## config.mk

```make
export PLATFORM = sky130hd
export DESIGN_NAME = bitmap_longest_free_run
export DESIGN_NICKNAME = d
export VERILOG_FILES = /design/src/hw/rtl/blfr_pkg.sv /design/src/hw/rtl/blfr_map_mem.sv /design/src/hw/rtl/blfr_scan.sv /design/src/hw/rtl/bitmap_longest_free_run.sv
export SDC_FILE = /design/constraint.sdc
export NUM_CORES = 1
export LEC_CHECK = 0
export BUFFER_PORTS_ARGS = -buffer_cell sky130_fd_sc_hd__clkbuf_2
export CELL_PAD_IN_SITES_DETAIL_PLACEMENT = 1
export CELL_PAD_IN_SITES_GLOBAL_PLACEMENT = 1
export CORE_MARGIN = 3
export CORE_UTILIZATION = 58
export DETAILED_ROUTE_END_ITERATION = 7
export MAX_ROUTING_LAYER = met4
export PLACE_DENSITY_LB_ADDON = 0.1
export SLEW_MARGIN = 15
export SYNTH_ARGS = -nofsm -noshare
export SYNTH_HDL_FRONTEND = slang
export SYNTH_HIERARCHICAL = 1
export SYNTH_SLANG_ARGS = --single-unit
export TNS_END_PERCENT = 1
```

## constraint.sdc

```tcl
create_clock -name clock -period 32.1 [get_ports clock]
set_clock_uncertainty 0.1 [all_clocks]
set_input_delay 1.605 -clock clock [delete_from_list [all_inputs] [get_ports clock]]
set_output_delay 1.605 -clock clock [all_outputs]
set_load 0.1 [all_outputs]
```

## src/hw/rtl/blfr_pkg.sv

```systemverilog
`timescale 1ns / 1ps

package blfr_pkg;

   localparam int REQ_W   = 2;
   localparam int IDX_W   = 9;
   localparam int CNT_W   = 10;
   localparam int START_W = 9;
   localparam int WORD_W  = 64;
   localparam int BYTE_W  = 8;
   localparam int BSEL_W  = 3;
   localparam int BOFF_W  = 6;

   localparam logic [REQ_W-1:0] REQ_SET    = 2'd0;
   localparam logic [REQ_W-1:0] REQ_CLEAR  = 2'd1;
   localparam logic [REQ_W-1:0] REQ_REPORT = 2'd2;

   typedef struct packed {
      logic clear;
      logic step;
   } scan_ctl_type;

endpackage

```

## src/hw/rtl/blfr_map_mem.sv

```systemverilog
`timescale 1ns / 1ps

module blfr_map_mem #(
   parameter int DEPTH = 8,
   localparam int AW = (DEPTH > 1) ? $clog2(DEPTH) : 1
) (
   input  logic                       clock,
   input  logic                       reset,
   input  logic                       wr_en,
   input  logic [AW-1:0]              wr_addr,
   input  logic [blfr_pkg::WORD_W-1:0] wr_data,
   input  logic                       rd_en,
   input  logic [AW-1:0]              rd_addr,
   output logic [blfr_pkg::WORD_W-1:0] rd_data
);
   import blfr_pkg::*;

   logic [WORD_W-1:0] mem_ff [DEPTH];
   logic [DEPTH-1:0]  valid_ff;
   logic [WORD_W-1:0] rd_word_ff;
   logic              rd_valid_ff;

   always_ff @(posedge clock) begin
      if (wr_en) begin
         mem_ff[wr_addr] <= wr_data;
      end
      if (rd_en) begin
         rd_word_ff <= mem_ff[rd_addr];
      end
   end

   // an entry never written since reset reads as all free
   always_ff @(posedge clock) begin
      if (reset) begin
         valid_ff    <= '0;
         rd_valid_ff <= 1'b0;
      end else begin
         if (wr_en) begin
            valid_ff[wr_addr] <= 1'b1;
         end
         if (rd_en) begin
            rd_valid_ff <= valid_ff[rd_addr];
         end
      end
   end

   assign rd_data = rd_valid_ff ? rd_word_ff : '0;

endmodule

```

## src/hw/rtl/blfr_scan.sv

```systemverilog
`timescale 1ns / 1ps

module blfr_scan #(
   parameter int MAP_BITS = 512,
   localparam int MAP_WORDS = (MAP_BITS + 63) / 64,
   localparam int CW = $clog2(MAP_BITS + 1),
   localparam int PW = $clog2(MAP_WORDS * 64)
) (
   input  logic                       clock,
   input  blfr_pkg::scan_ctl_type     ctl,
   input  logic [blfr_pkg::BYTE_W-1:0] byte_data,
   input  logic [PW-1:0]              base_pos,
   output logic [CW-1:0]              used_count,
   output logic [CW-1:0]              run_len,
   output logic [PW-1:0]              run_start
);
   import blfr_pkg::*;

   logic [CW-1:0] cur_len_ff, cur_len_in;
   logic [PW-1:0] cur_start_ff, cur_start_in;
   logic [CW-1:0] best_len_ff, best_len_in;
   logic [PW-1:0] best_start_ff, best_start_in;
   logic [CW-1:0] used_ff, used_in;

   // walk the byte from its high bit down; a longer run replaces the best,
   // a tie keeps the higher one; bits past the map end act as used
   always_comb begin
      logic [PW-1:0] pos;
      cur_len_in    = cur_len_ff;
      cur_start_in  = cur_start_ff;
      best_len_in   = best_len_ff;
      best_start_in = best_start_ff;
      used_in       = used_ff;
      pos           = base_pos;
      for (int j = BYTE_W - 1; j >= 0; j--) begin
         pos     = base_pos | PW'(j);
         used_in = used_in + CW'(byte_data[j]);
         if (!byte_data[j] && (CW'(pos) < CW'(MAP_BITS))) begin
            cur_len_in   = cur_len_in + CW'(1);
            cur_start_in = pos;
         end else begin
            if (cur_len_in > best_len_in) begin
               best_len_in   = cur_len_in;
               best_start_in = cur_start_in;
            end
            cur_len_in = '0;
         end
      end
   end

   always_ff @(posedge clock) begin
      if (ctl.clear) begin
         cur_len_ff    <= '0;
         cur_start_ff  <= '0;
         best_len_ff   <= '0;
         best_start_ff <= '0;
         used_ff       <= '0;
      end else if (ctl.step) begin
         cur_len_ff    <= cur_len_in;
         cur_start_ff  <= cur_start_in;
         best_len_ff   <= best_len_in;
         best_start_ff <= best_start_in;
         used_ff       <= used_in;
      end
   end

   // close the run that reaches index 0
   assign used_count = used_ff;
   assign run_len    = (cur_len_ff > best_len_ff) ? cur_len_ff : best_len_ff;
   assign run_start  = (cur_len_ff > best_len_ff) ? cur_start_ff : best_start_ff;

endmodule

```

## src/hw/rtl/bitmap_longest_free_run.sv

```systemverilog
`timescale 1ns / 1ps

// Allocation map of MAP_BITS bits (1 = used, 0 = free) with a report of the
// used count and the longest free run after every item.
// Input channel: an item (req_type, req_bit_index) is taken at a rising edge
// with start high and busy low. req_type marks the bit used, marks it free,
// or only reports; an index at or past MAP_BITS leaves the map as it is.
// Result channel: rsp_valid is high for one cycle with rsp_used_count,
// rsp_longest_free_len and rsp_longest_free_start; the receiver cannot
// stall, so results are never held back.
// Steps: an in-range set or clear first passes ST_UPD; every item then passes
// ST_SCAN_RD, ST_SCAN over the bytes of the map words and ST_DONE before
// rsp_valid. busy drops in the rsp_valid cycle, so the next item may be taken
// there; one item is worked on at a time.
// The scan reads one map word from the memory port and consumes one byte of
// it per cycle, high index first.
// Reset: the map reads as all free at once through per-word written flags;
// there is no clearing pass.
module bitmap_longest_free_run #(
   parameter int MAP_BITS = 512
) (
   input  logic                         clock,
   input  logic                         reset,
   input  logic                         start,
   output logic                         busy,
   input  logic [blfr_pkg::REQ_W-1:0]   req_type,
   input  logic [blfr_pkg::IDX_W-1:0]   req_bit_index,
   output logic                         rsp_valid,
   output logic [blfr_pkg::CNT_W-1:0]   rsp_used_count,
   output logic [blfr_pkg::CNT_W-1:0]   rsp_longest_free_len,
   output logic [blfr_pkg::START_W-1:0] rsp_longest_free_start
);
   import blfr_pkg::*;

   localparam int MAP_WORDS = (MAP_BITS + 63) / 64;
   localparam int WAW = (MAP_WORDS > 1) ? $clog2(MAP_WORDS) : 1;
   localparam int CW  = $clog2(MAP_BITS + 1);
   localparam int PW  = $clog2(MAP_WORDS * 64);
   localparam int IW  = (IDX_W > CW) ? IDX_W : CW;
   localparam logic [WAW-1:0] TOP_WORD = WAW'(MAP_WORDS - 1);

   localparam logic [2:0] ST_IDLE    = 3'd0;
   localparam logic [2:0] ST_UPD     = 3'd1;
   localparam logic [2:0] ST_SCAN_RD = 3'd2;
   localparam logic [2:0] ST_SCAN    = 3'd3;
   localparam logic [2:0] ST_DONE    = 3'd4;

   logic [2:0]        state_ff, state_in;
   logic [REQ_W-1:0]  type_ff;
   logic [BOFF_W-1:0] bit_off_ff;
   logic [WAW-1:0]    upd_word_ff;
   logic [WAW-1:0]    word_ptr_ff, word_ptr_in;
   logic [BSEL_W-1:0] byte_ptr_ff, byte_ptr_in;
   logic              rsp_valid_ff;
   logic [CNT_W-1:0]  used_ff;
   logic [CNT_W-1:0]  len_ff;
   logic [START_W-1:0] start_ff;

   logic              accept;
   logic              do_update;
   logic              rd_en;
   logic [WAW-1:0]    rd_addr;
   logic [WORD_W-1:0] rd_data;
   logic              wr_en;
   logic [WORD_W-1:0] wr_data;
   logic [WORD_W-1:0] bit_mask;
   logic              last_byte;
   scan_ctl_type      scan_ctl;
   logic [PW-1:0]     base_pos;
   logic [CW-1:0]     scan_used;
   logic [CW-1:0]     scan_len;
   logic [PW-1:0]     scan_start;

   assign busy      = (state_ff != ST_IDLE);
   assign accept    = start && !busy;
   assign do_update = ((req_type == REQ_SET) || (req_type == REQ_CLEAR)) &&
                      (IW'(req_bit_index) < IW'(MAP_BITS));
   assign last_byte = (byte_ptr_ff == '0);

   assign bit_mask = WORD_W'(1) << bit_off_ff;
   assign wr_en    = (state_ff == ST_UPD);
   assign wr_data  = (type_ff == REQ_SET) ? (rd_data | bit_mask) : (rd_data & ~bit_mask);

   always_comb begin
      state_in       = state_ff;
      word_ptr_in    = word_ptr_ff;
      byte_ptr_in    = byte_ptr_ff;
      rd_en          = 1'b0;
      rd_addr        = word_ptr_ff;
      scan_ctl.clear = 1'b0;
      scan_ctl.step  = 1'b0;
      unique case (state_ff)
         ST_IDLE: begin
            if (accept) begin
               rd_en    = 1'b1;
               rd_addr  = WAW'(req_bit_index >> BOFF_W);
               state_in = do_update ? ST_UPD : ST_SCAN_RD;
            end
         end
         ST_UPD: begin
            state_in = ST_SCAN_RD;
         end
         ST_SCAN_RD: begin
            // the write of the update lands before this read
            rd_en          = 1'b1;
            rd_addr        = TOP_WORD;
            word_ptr_in    = TOP_WORD;
            byte_ptr_in    = '1;
            scan_ctl.clear = 1'b1;
            state_in       = ST_SCAN;
         end
         ST_SCAN: begin
            scan_ctl.step = 1'b1;
            byte_ptr_in   = byte_ptr_ff - 1'b1;
            if (last_byte) begin
               if (word_ptr_ff == '0) begin
                  state_in = ST_DONE;
               end else begin
                  // fetch the next word down; it arrives as this byte retires
                  rd_en       = 1'b1;
                  rd_addr     = word_ptr_ff - 1'b1;
                  word_ptr_in = word_ptr_ff - 1'b1;
               end
            end
         end
         ST_DONE: begin
            state_in = ST_IDLE;
         end
         default: begin
            state_in = ST_IDLE;
         end
      endcase
   end

   always_ff @(posedge clock) begin
      if (reset) begin
         state_ff     <= ST_IDLE;
         rsp_valid_ff <= 1'b0;
      end else begin
         state_ff     <= state_in;
         rsp_valid_ff <= (state_ff == ST_DONE);
      end
   end

   always_ff @(posedge clock) begin
      word_ptr_ff <= word_ptr_in;
      byte_ptr_ff <= byte_ptr_in;
      if (accept) begin
         type_ff     <= req_type;
         bit_off_ff  <= req_bit_index[BOFF_W-1:0];
         upd_word_ff <= WAW'(req_bit_index >> BOFF_W);
      end
      if (state_ff == ST_DONE) begin
         used_ff  <= CNT_W'(scan_used);
         len_ff   <= CNT_W'(scan_len);
         start_ff <= START_W'(scan_start);
      end
   end

   assign base_pos = PW'({word_ptr_ff, byte_ptr_ff, 3'b000});

   blfr_map_mem #(
      .DEPTH (MAP_WORDS)
   ) u_map_mem (
      .clock   (clock),
      .reset   (reset),
      .wr_en   (wr_en),
      .wr_addr (upd_word_ff),
      .wr_data (wr_data),
      .rd_en   (rd_en),
      .rd_addr (rd_addr),
      .rd_data (rd_data)
   );

   blfr_scan #(
      .MAP_BITS (MAP_BITS)
   ) u_scan (
      .clock      (clock),
      .ctl        (scan_ctl),
      .byte_data  (rd_data[byte_ptr_ff * BYTE_W +: BYTE_W]),
      .base_pos   (base_pos),
      .used_count (scan_used),
      .run_len    (scan_len),
      .run_start  (scan_start)
   );

   assign rsp_valid              = rsp_valid_ff;
   assign rsp_used_count         = used_ff;
   assign rsp_longest_free_len   = len_ff;
   assign rsp_longest_free_start = start_ff;

   a_rsp_after_done: assert property (@(posedge clock) disable iff (reset)
      rsp_valid |-> $past(state_ff == ST_DONE))
      else $error("result strobe without a finished scan");

   a_write_only_update: assert property (@(posedge clock) disable iff (reset)
      wr_en |-> $past(state_ff == ST_IDLE) && $past(accept))
      else $error("map write outside the update step");

   a_busy_after_accept: assert property (@(posedge clock) disable iff (reset)
      accept |=> busy)
      else $error("busy not raised after accepting an item");

   a_scan_ends: assert property (@(posedge clock) disable iff (reset)
      (state_ff == ST_SCAN) && last_byte && (word_ptr_ff == '0) |=> state_ff == ST_DONE)
      else $error("scan did not finish after the lowest byte");

endmodule

```

==> summary.md, run 1 <==
| Metric | Value |
|---|---|
| GRT Util Overall | `34.72%` |
| CTS tree | `built` |
| HP Class | `reg2reg` |
| I/O pins | `45` |
| RSZ-0062 raised after global routing | `false` |
| Final Cycle Share | `between 60% and 70%` |
| Crit path from | `u_map_mem/rd_valid_ff` |
| Gpl congestion | `0.9400` |
| Mean Syn Cell Area | `around 14 µm²` |
| Maxcap violations | `0` |
| Post-CTS Resized | `0` |
| Area of the mapped netlist | `33,870 µm²` |
| Drt first pass iters | `5` |
| Dpl ws | `11,110 ps` |
| Max Slew Vio Count | `0` |
| Placeable Area | `57,040 µm²` |
| HP Start | `u_scan/used_count[0]` |
| Largest stage delay, worst path | `700 ps` |
| CP Data Arrival Time | `21,460 ps` |
| Iteration-0 DRC count of the detailed router | `between 2,000 and 2,500` |
| Synth Instances | `2,421` |
| Vias post-DR | `22,178` |
| Async SR Flop Fraction | `0%` |
| Top FF cell, synth | `edfxtp_1` |
| CP endpoint kind | `register` |
| Delay-heaviest family, CP | `compound AO/OA/AOI/OAI gates` |
| Clk_lat worst skew | `640 ps` |
| Clk buf depth | `3` |
| Worst setup path class | `reg2reg` |
| Clock sinks | `683` |
| Yosys reg bits | `683` |
| CTS Root Cell | `clkbuf_16` |
| DP HPWL | `62,780 µm` |
| Buffer and inverter count on the worst path | `6` |
| Port-buffer cells | `44` |
| H-tree depth | `3` |
| Layout area overhead | `9.956%` |
| PnR worst setup slack | `11,040 ps` |
| YS warnings | `6` |
| Number of enable flip-flop cells after synthesis | `622` |
| Die area | `61,330 µm²` |
| Initial Util | `between 50% and 60%` |
| Nets | `2,574` |
| Worst Path Required | `about 33,000 ps` |
| Via density | `between 6 and 7` |
| Post-route setup TNS | `0 ps` |
| CP Max Fanout | `65` |
| WHS | `373.3 ps` |
| Fin util | `65.29%` |
| Share of cells above drive strength 1 | `21.99%` |
| Diodes inserted | `0` |
| Met1 Usage GRT | `42.87%` |
| P_leak | `~13 nW` |
| PwrDens | `67.94 nW/µm²` |
| Total grt overflow | `0` |
| Worst-path clk slew | `approximately 60 ps` |
| Worst slew pin tran | `1146 ps` |
| Num CTS Buffers | `71` |
| Die width | `247.7 µm` |
| Startpoint type of the worst setup path | `register` |
| FF-to-FF setup slack | `between 10,000 and 15,000 ps` |
| RR Startpoint | `u_map_mem/rd_valid_ff` |
| Cts hold-fix bufs | `0` |
| Fmax achieved | `47.49 MHz` |
| DR DRC count | `0` |
| Largest net degree at the start of global routing | `69` |
| Met3 usage in global routing | `4.635%` |
| Setup repair bufs after CTS | `0` |
| Detail Route Antenna Nets | `0` |
| Global Route met2 Usage | `59.21%` |
| DR WL/cell | `~31 µm` |
| Die Y | `247.7 µm` |
| Vias in the first global route | `23,415` |
| Relative slew slack | `between 20% and 30%` |
| Std-Cell Rows | `87` |
| Final-report setup violation count | `0` |
| Crit path time final | `between 20,000 and 25,000 ps` |
| Initial antenna violation count | `0` |
| Global-route wire length before repair | `152,100 µm` |
| Worst VDD drop | `0.07580 mV` |
| Gr busiest metal | `met2` |
| Final-report hold violation count | `0` |
| Status | `completed` |
| Post-Route WL | `101,800 µm` |
| Register area share after synthesis | `58.75%` |
| Netlist cell types | `roughly 110` |
| Worst path slowest cell | `nand2_1` |
where the power goes:
group	leakage (nW)	internal (mW)	switching [mW]	total, mW
Combinational	5.87	0.245	0.402	0.647
Clock	1.13	0.457	0.372	0.829
Sequential	6.28	1.03	0.0292	1.05
layer usage:
layer | share of wire, % | wire length, µm
met5 | 0 | 0
met3 | 6.8 | 6916
met1 | 38 | 38760
met4 | 3.8 | 3835
met2 | 51 | 52300
logic make-up (layout without fill, tap and decap cells):
| kind of cell | count (synthesis) | count (layout) | share of synthesized area (%) |
|---|---|---|---|
| flops | 683 | 683 | 58.75 |
| simple gates | 658 | 658 | 9.705 |
| compound gates | 382 | 382 | 7.832 |
| mux | 344 | 344 | 16.19 |
| buf+inv | 221 | 313 | 2.955 |
| fa+ha+maj | 93 | 93 | 3.547 |
| xor+xnor | 39 | 39 | 1.009 |
| other cells | 1 | 12 | 0.01107 |
flip-flops by register name, summed over array words and instances, names as in the netlist:
| register | flops |
|---|---|
| rsp_used_count | 10 |
| u_scan/cur_start_ff | 9 |
| u_scan/used_count | 10 |
| u_map_mem/rd_word_ff | 64 |
| u_scan/best_start_ff | 9 |
| u_scan/cur_len_ff | 10 |
| state_ff | 3 |
| byte_ptr_ff | 3 |
| rsp_longest_free_len | 10 |
| u_map_mem/mem_ff | 512 |
| rsp_valid | 1 |
| u_scan/best_len_ff | 10 |
| type_ff | 2 |
| u_map_mem/valid_ff | 8 |
| upd_word_ff | 3 |
| u_map_mem/rd_valid_ff | 1 |
| bit_off_ff | 6 |
| word_ptr_ff | 3 |
| rsp_longest_free_start | 9 |
final cells by class:
type                            count  area [µm²]
Sequential cell                   683       19900
Timing Repair Buffer               91       573.1
Inverter                           92       346.6
Multi-Input combinational cell   1528       13150
Clock buffer                       88        1871
Fill cell                        5205       19800
Clock inverter                     42       452.9
Tap cell                          756       945.9
placed cells by master, fill, tap and decap left out, drive strengths merged, types with 16 or more instances in the layout:
| cell type | instances |
|---|---|
| nor2 | 178 |
| a21oi | 81 |
| o21ai | 78 |
| clkbuf | 132 |
| nand2 | 186 |
| nand3 | 37 |
| clkinv | 35 |
| nor3 | 52 |
| buf | 47 |
| mux2 | 142 |
| mux2i | 57 |
| and2 | 73 |
| nand4 | 18 |
| o31ai | 28 |
| a211oi | 25 |
| dfxtp | 61 |
| o211ai | 22 |
| ha | 88 |
| a21o | 25 |
| edfxtp | 622 |
| nand2b | 16 |
| mux4 | 145 |
| xnor2 | 26 |
| inv | 93 |
synthesized netlist by cell type (50+ instances only):
cell        n  area [µm²]
and2_1     73       456.7
a21oi_1    80       400.4
dfxtp_1    61        1221
mux2i_1    50       500.5
inv_1      84       315.3
nand2_1   184       690.7
nor2_1    175       656.9
edfxtp_1  622       18680
clkbuf_1   61       229.0
mux2_2    136        1531
ha_1       88        1101
o21ai_0    74       370.4
mux4_2    145        3266
path summary, 6_finish.rpt:
| path | to | depth (start not counted) |
|---|---|---|
| max | u_scan/best_start_ff[6] | 78 |
| min | rsp_used_count[0] | 0 |
| max reg2reg | u_scan/best_start_ff[6] | 78 |
| min reg2reg | rsp_used_count[0] | 0 |
per-stage QoR:
stage / instance area (µm²) / total power, mW / std cells
after global routing: 37240 / 2.632 / 3280
final: 37240 / 2.530 / 3280
after floorplan: 33910 / 1.510 / 2432
after detailed placement: 34910 / 1.701 / 3150
after CTS: 37240 / 2.532 / 3280
after global placement: 34910 / 1.672 / 3150
No activity file was read; power rests on OpenSTA's default activity.
==> run 2, diff against run 1 <==
--- a/config.mk
+++ b/config.mk
@@ -9,7 +9,7 @@
 export CELL_PAD_IN_SITES_DETAIL_PLACEMENT = 1
 export CELL_PAD_IN_SITES_GLOBAL_PLACEMENT = 1
 export CORE_MARGIN = 3
-export CORE_UTILIZATION = 58
+export CORE_UTILIZATION = 54
 export DETAILED_ROUTE_END_ITERATION = 7
 export MAX_ROUTING_LAYER = met4
 export PLACE_DENSITY_LB_ADDON = 0.1
==> constraint.sdc (replaced) <==
create_clock -name clock -period 20.1 [get_ports clock]
set_clock_uncertainty 0.1 [all_clocks]
set_input_delay 1.005 -clock clock [delete_from_list [all_inputs] [get_ports clock]]
set_output_delay 1.005 -clock clock [all_outputs]
set_load 0.1 [all_outputs]
==> run 2 against run 1 <==
- count of clock-buffer cells in the layout decreased by 3
- global-route usage fell by 4.5 points
- final cell count is 3.0% higher
- largest cell class unchanged
==> summary.md, run 2 (synthesis results as in run 1) <==
| Metric | Value |
|---|---|
| Status | `completed` |
| CTS Root Cell | `clkbuf_16` |
| Die Y | `256.4 µm` |
| Fmax achieved | `between 50 and 60 MHz` |
| Die area | `~66,000 µm²` |
| CTS tree | `built` |
| Relative slew slack | `23.28%` |
| Worst path slowest cell | `dfxtp_4` |
| Global-route wire length before repair | `146,300 µm` |
| Port-buffer cells | `44` |
| Non-Filler Cell Area, Final | `37,650 µm²` |
| Largest net degree at the start of global routing | `130` |
| Worst VDD drop | `0.08446 mV` |
| Std-Cell Rows | `91` |
| Fill cells | `~5,800` |
| Gpl congestion | `0.9454` |
| Worst setup path class | `reg2reg` |
| Post-Route WL | `95,110 µm` |
| Top flop regs | `u_map_mem/mem_ff (512), u_map_mem/rd_word_ff (64)` |
| CP endpoint kind | `register` |
| Clk buf depth | `3` |
| Final-report hold violation count | `0` |
| Largest stage delay, worst path | `600 ps` |
| CP Max Fanout | `38` |
| Maxcap violations | `0` |
| Most frequent cells in the layout | `622 x edfxtp_1, 183 x nand2_1, 172 x nor2_1` |
| Leading cell type in the layout, fill and taps excluded | `edfxtp_1` |
| Worst Path Required | `20,510 ps` |
| Max Slew Vio Count | `0` |
| Placed Instance Area | `35,060 µm²` |
| Largest register FFs | `512` |
| Iteration-0 DRC count of the detailed router | `1,987` |
| Num CTS Buffers | `a little over 70` |
| DR WL/cell | `28.14 µm` |
| Final-report setup violation count | `0` |
| Layout area overhead | `11.18%` |
| Initial Util | `54.78%` |
| Placeable Area | `61,830 µm²` |
| Initial antenna violation count | `0` |
| Register name with the most flops | `u_map_mem/mem_ff` |
| Startpoint type of the worst setup path | `register` |
| Delay-heaviest family, CP | `compound AO/OA/AOI/OAI gates` |
| Diodes inserted | `0` |
| RSZ-0062 raised after global routing | `false` |
| CP Data Arrival Time | `19,100 ps` |
| Worst-path clk slew | `60 ps` |
| DP HPWL | `about 61,000 µm` |
| Post-route setup TNS | `0 ps` |
| Tot Pwr | `a little over 4 mW` |
| Drt first pass iters | `5` |
| Share of cells above drive strength 1 | `22.73%` |
| Worst slew pin tran | `1141 ps` |
| Clock sinks | `683` |
| P_leak | `13.42 nW` |
| Crit path time final | `about 19,000 ps` |
| PwrDens | `~110 nW/µm²` |
| Vias post-DR | `21,607` |
| Cts hold-fix bufs | `0` |
| Die width | `256.4 µm` |
| Final Cycle Share | `~93%` |
| DR DRC count | `0` |
| Nets | `2,592` |
| Vias in the first global route | `approximately 23,000` |
| Clk_lat worst skew | `640 ps` |
| H-tree depth | `3` |
| GRT Util Overall | `roughly 30%` |
| Total grt overflow | `0` |
| Via density | `around 6.4` |
| Detail Route Antenna Nets | `0` |
| I/O pins | `45` |
| HP Class | `reg2reg` |
| Buffer and inverter count on the worst path | `12` |
## run 2: layout make-up
type | count | area [µm²] | share of cell area, %
sequential | 683 | 19900 | 52.86
multi-input combinational | 1528 | 13160 | 34.96
clock buffer | 85 | 1861 | 4.941
tap | 837 | 1047 | 2.781
timing repair buffer | 109 | 733.2 | 1.947
clock inverter | 46 | 595.6 | 1.582
inverter | 92 | 350.3 | 0.9304
## run 2: final timing paths
kind / from / endpoint / slack (ps) / depth (start not counted)
max: u_map_mem/rd_valid_ff / u_scan/best_start_ff[5] / 1420 / 85
min: u_scan/used_count[2] / rsp_used_count[2] / 370 / 0
max reg2reg: u_map_mem/rd_valid_ff / u_scan/best_start_ff[5] / 1420 / 85
min reg2reg: u_scan/used_count[2] / rsp_used_count[2] / 370 / 0
## run 2: per-layer routing
metal	GRT usage (%)	routed length, µm	part of all wire, %
met4	9.055	2837	3.0
met2	52.33	49540	52
met5	-	0	0
met1	37.39	37820	40
met3	3.891	4906	5.2
## run 2: what timing repair did
| item | in CTS | in global routing |
|---|---|---|
| buffers inserted | 0 | 13 |
| gates resized for setup | 0 | 4 |
| setup endpoints to repair | 0 | 19 |
## run 2: metrics by stage
step | worst slack [ps] | hold slack (ps) | utilization [%] | instances
6_report | 1418 | 370.5 | 60.90 | 3380
5_1_grt | 73.58 | 381.2 | 60.90 | 3380
4_1_cts | 265.7 | 367.7 | 60.69 | 3367
3_5_place_dp | 391.7 | 344.0 | 56.71 | 3236
3_3_place_gp | 1362 | 338.1 | 56.71 | 3236
2_1_floorplan | 2538 | 328.0 | - | 2432
## run 2: worst register-to-register path: cells and delay by family (launching register included)
kind            cells  cell delay, ps
fa+ha+maj           7            2140
mux                 4            1400
flops               1             600
compound gates     35            7470
buf+inv            12            2350
simple gates       27            4550
## run 2: power breakdown
group	switching [mW]	leakage (nW)	internal [mW]
Sequential	0.0449	6.26	1.64
Combinational	0.616	5.96	0.403
Clock	0.573	1.19	0.792
Total	1.23	13.4	2.83
==> run 3, diff against run 2 <==
--- a/config.mk
+++ b/config.mk
@@ -5,12 +5,12 @@
 export SDC_FILE = /design/constraint.sdc
 export NUM_CORES = 1
 export LEC_CHECK = 0
-export BUFFER_PORTS_ARGS = -buffer_cell sky130_fd_sc_hd__clkbuf_2
 export CELL_PAD_IN_SITES_DETAIL_PLACEMENT = 1
 export CELL_PAD_IN_SITES_GLOBAL_PLACEMENT = 1
 export CORE_MARGIN = 3
 export CORE_UTILIZATION = 54
 export DETAILED_ROUTE_END_ITERATION = 7
+export DONT_BUFFER_PORTS = 1
 export MAX_ROUTING_LAYER = met4
 export PLACE_DENSITY_LB_ADDON = 0.1
 export SLEW_MARGIN = 15
==> run 3 against run 2 <==
- utilization down 0.69 points
- flip-flop and latch count unchanged
- combinational power about the same
- design area down 1.1%
- via count down 1.5%
- total power down 2.2%
- first-iteration DRC count down 5.3%
- count of clock-buffer cells in the layout up 11
- sequential power about the same
- maximum frequency down 1.5%
- critical path type unchanged
- largest power group unchanged
==> summary.md, run 3 (synthesis results as in run 1) <==
| Metric | Value |
|---|---|
| Status | `completed` |
| GRT Util Overall | `29.61%` |
| PwrDens | `around 110 nW/µm²` |
| Largest register FFs | `512` |
| Relative slew slack | `20.41%` |
| Top flop regs | `u_map_mem/mem_ff (512), u_map_mem/rd_word_ff (64)` |
| DP HPWL | `60,980 µm` |
| Most frequent cells in the layout | `622 x edfxtp_1, 183 x nand2_1, 172 x nor2_1` |
| Num CTS Buffers | `73` |
| HP Class | `in2reg` |
| Gpl congestion | `0.9205` |
| Worst path most repeated cell | `ha_1` |
| Crit path time final | `~19,000 ps` |
| Initial Util | `between 50 and 60%` |
| Total grt overflow | `0` |
| Die width | `roughly 260 µm` |
| DR DRC count | `0` |
| Iteration-0 DRC count of the detailed router | `1,881` |
| P_leak | `13.11 nW` |
| Tot Pwr | `slightly below 4 mW` |
| Reg2reg path depth | `77` |
| CP Data Arrival Time | `19,370 ps` |
| Detail Route Antenna Nets | `0` |
| Fmax achieved | `approximately 53 MHz` |
| Final-report hold violation count | `0` |
| Layout area overhead | `9.916%` |
| Clk_lat worst skew | `640 ps` |
| RSZ-0062 raised after global routing | `false` |
| Share of cells above drive strength 1 | `between 20% and 30%` |
| CTS tree | `built` |
| Die Y | `about 260 µm` |
| Maxcap violations | `0` |
| CP Max Fanout | `25` |
| Leading cell type in the layout, fill and taps excluded | `edfxtp_1` |
| Global-route wire length before repair | `143,500 µm` |
| Std-Cell Rows | `91` |
| DR WL/cell | `28.16 µm` |
| Largest net degree at the start of global routing | `130` |
| Vias in the first global route | `22,912` |
| Via density | `approximately 6.4` |
| Cts hold-fix bufs | `0` |
| Fin util | `60.21%` |
| Vias post-DR | `21,290` |
| CTS Root Cell | `clkbuf_16` |
| Clk buf depth | `3` |
| H-tree depth | `3` |
| Worst slew pin tran | `1191 ps` |
| Die area | `65,760 µm²` |
| Initial antenna violation count | `4` |
| Final Cycle Share | `94.32%` |
| Drt first pass iters | `5` |
| Largest stage delay, worst path | `about 580 ps` |
| Worst path slowest cell | `dfxtp_1` |
| CP endpoint kind | `register` |
| Placeable Area | `between 60,000 and 70,000 µm²` |
| Max Slew Vio Count | `0` |
| Post-Route WL | `93,840 µm` |
| I/O pins | `45` |
| Post-route setup TNS | `0 ps` |
| Worst Path Required | `roughly 20,000 ps` |
| Worst setup path class | `reg2reg` |
| Nets | `2,542` |
| Port-buffer cells | `0` |
| Startpoint type of the worst setup path | `register` |
| Worst VDD drop | `0.08527 mV` |
| Worst hold path cell count | `1` |
| Worst-path clk slew | `roughly 60 ps` |
| Clock sinks | `683` |
| Register name with the most flops | `u_map_mem/mem_ff` |
| Final-report setup violation count | `0` |
[run 3: changes by cell type in the layout (fill, tap and decap cells not counted), moves of 3 or more]
cell	change
buf_4	-9
clkinv_2	-3
clkbuf_1	+9
clkbuf_2	-44
clkinv_16	-3
bufinv_16	-6
diode_2	+4
[run 3: area by class of cell]
| type | count | area [µm²] |
|---|---|---|
| fillers | 5824 | 24600 |
| flip-flops and latches | 683 | 19900 |
| multi-input cells | 1529 | 13180 |
| clock buffers | 96 | 1944 |
| well taps | 837 | 1047 |
| repair buffers | 56 | 452.9 |
| inverters | 92 | 346.6 |
| clock inverters | 36 | 342.8 |
| diodes | 4 | 10.01 |
[run 3: through the flow]
stage	hold WS (ps)	worst slack, ps	std cells	cell area, µm²
after CTS	319.2	517.0	3321	37110
after global placement	336.7	1396	3189	34820
after detailed placement	350.8	636.5	3189	34820
after global routing	316.9	78.62	3333	37230
after floorplan	328.0	2538	2432	33910
final	352.4	1143	3333	37230
[run 3: final timing paths]
path                              from                       to  slack, ps
hold reg to reg   u_scan/used_count[9]        rsp_used_count[9]        360
setup reg to reg  u_scan/cur_len_ff[3]  u_scan/best_start_ff[7]       1140
hold / removal                   reset              state_ff[0]        350
setup / recovery  u_scan/cur_len_ff[3]  u_scan/best_start_ff[7]       1140
[run 3: timing repair]
item | in CTS | in global routing
setup endpoints to repair | 0 | 14
setup buffers | 0 | 6
resized for setup | 0 | 3
hold endpoints to repair | 0 | 0
[run 3: critical path: cells and delay by family (launching register included)]
kind | cells | cell delay [ps]
buffers and inverters | 7 | 1400
flip-flops | 1 | 580
multiplexers | 5 | 1620
AO/OA/AOI/OAI | 37 | 9200
AND/OR/NAND/NOR | 20 | 3450
adder cells (fa/ha/maj) | 8 | 2460
[run 3: power breakdown]
part / switching, mW / internal, mW
Clock: 0.559 / 0.728
Sequential: 0.0428 / 1.64
Combinational: 0.614 / 0.395
Total: 1.22 / 2.76
[run 3: metal layers]
metal	GRT usage (%)	share of wire, %	up-vias
met5	-	0	-
met4	10.88	3.8	0
met3	4.079	5.0	210
met2	50.67	52	709
met1	36.21	40	10993
li1	-	-	9378
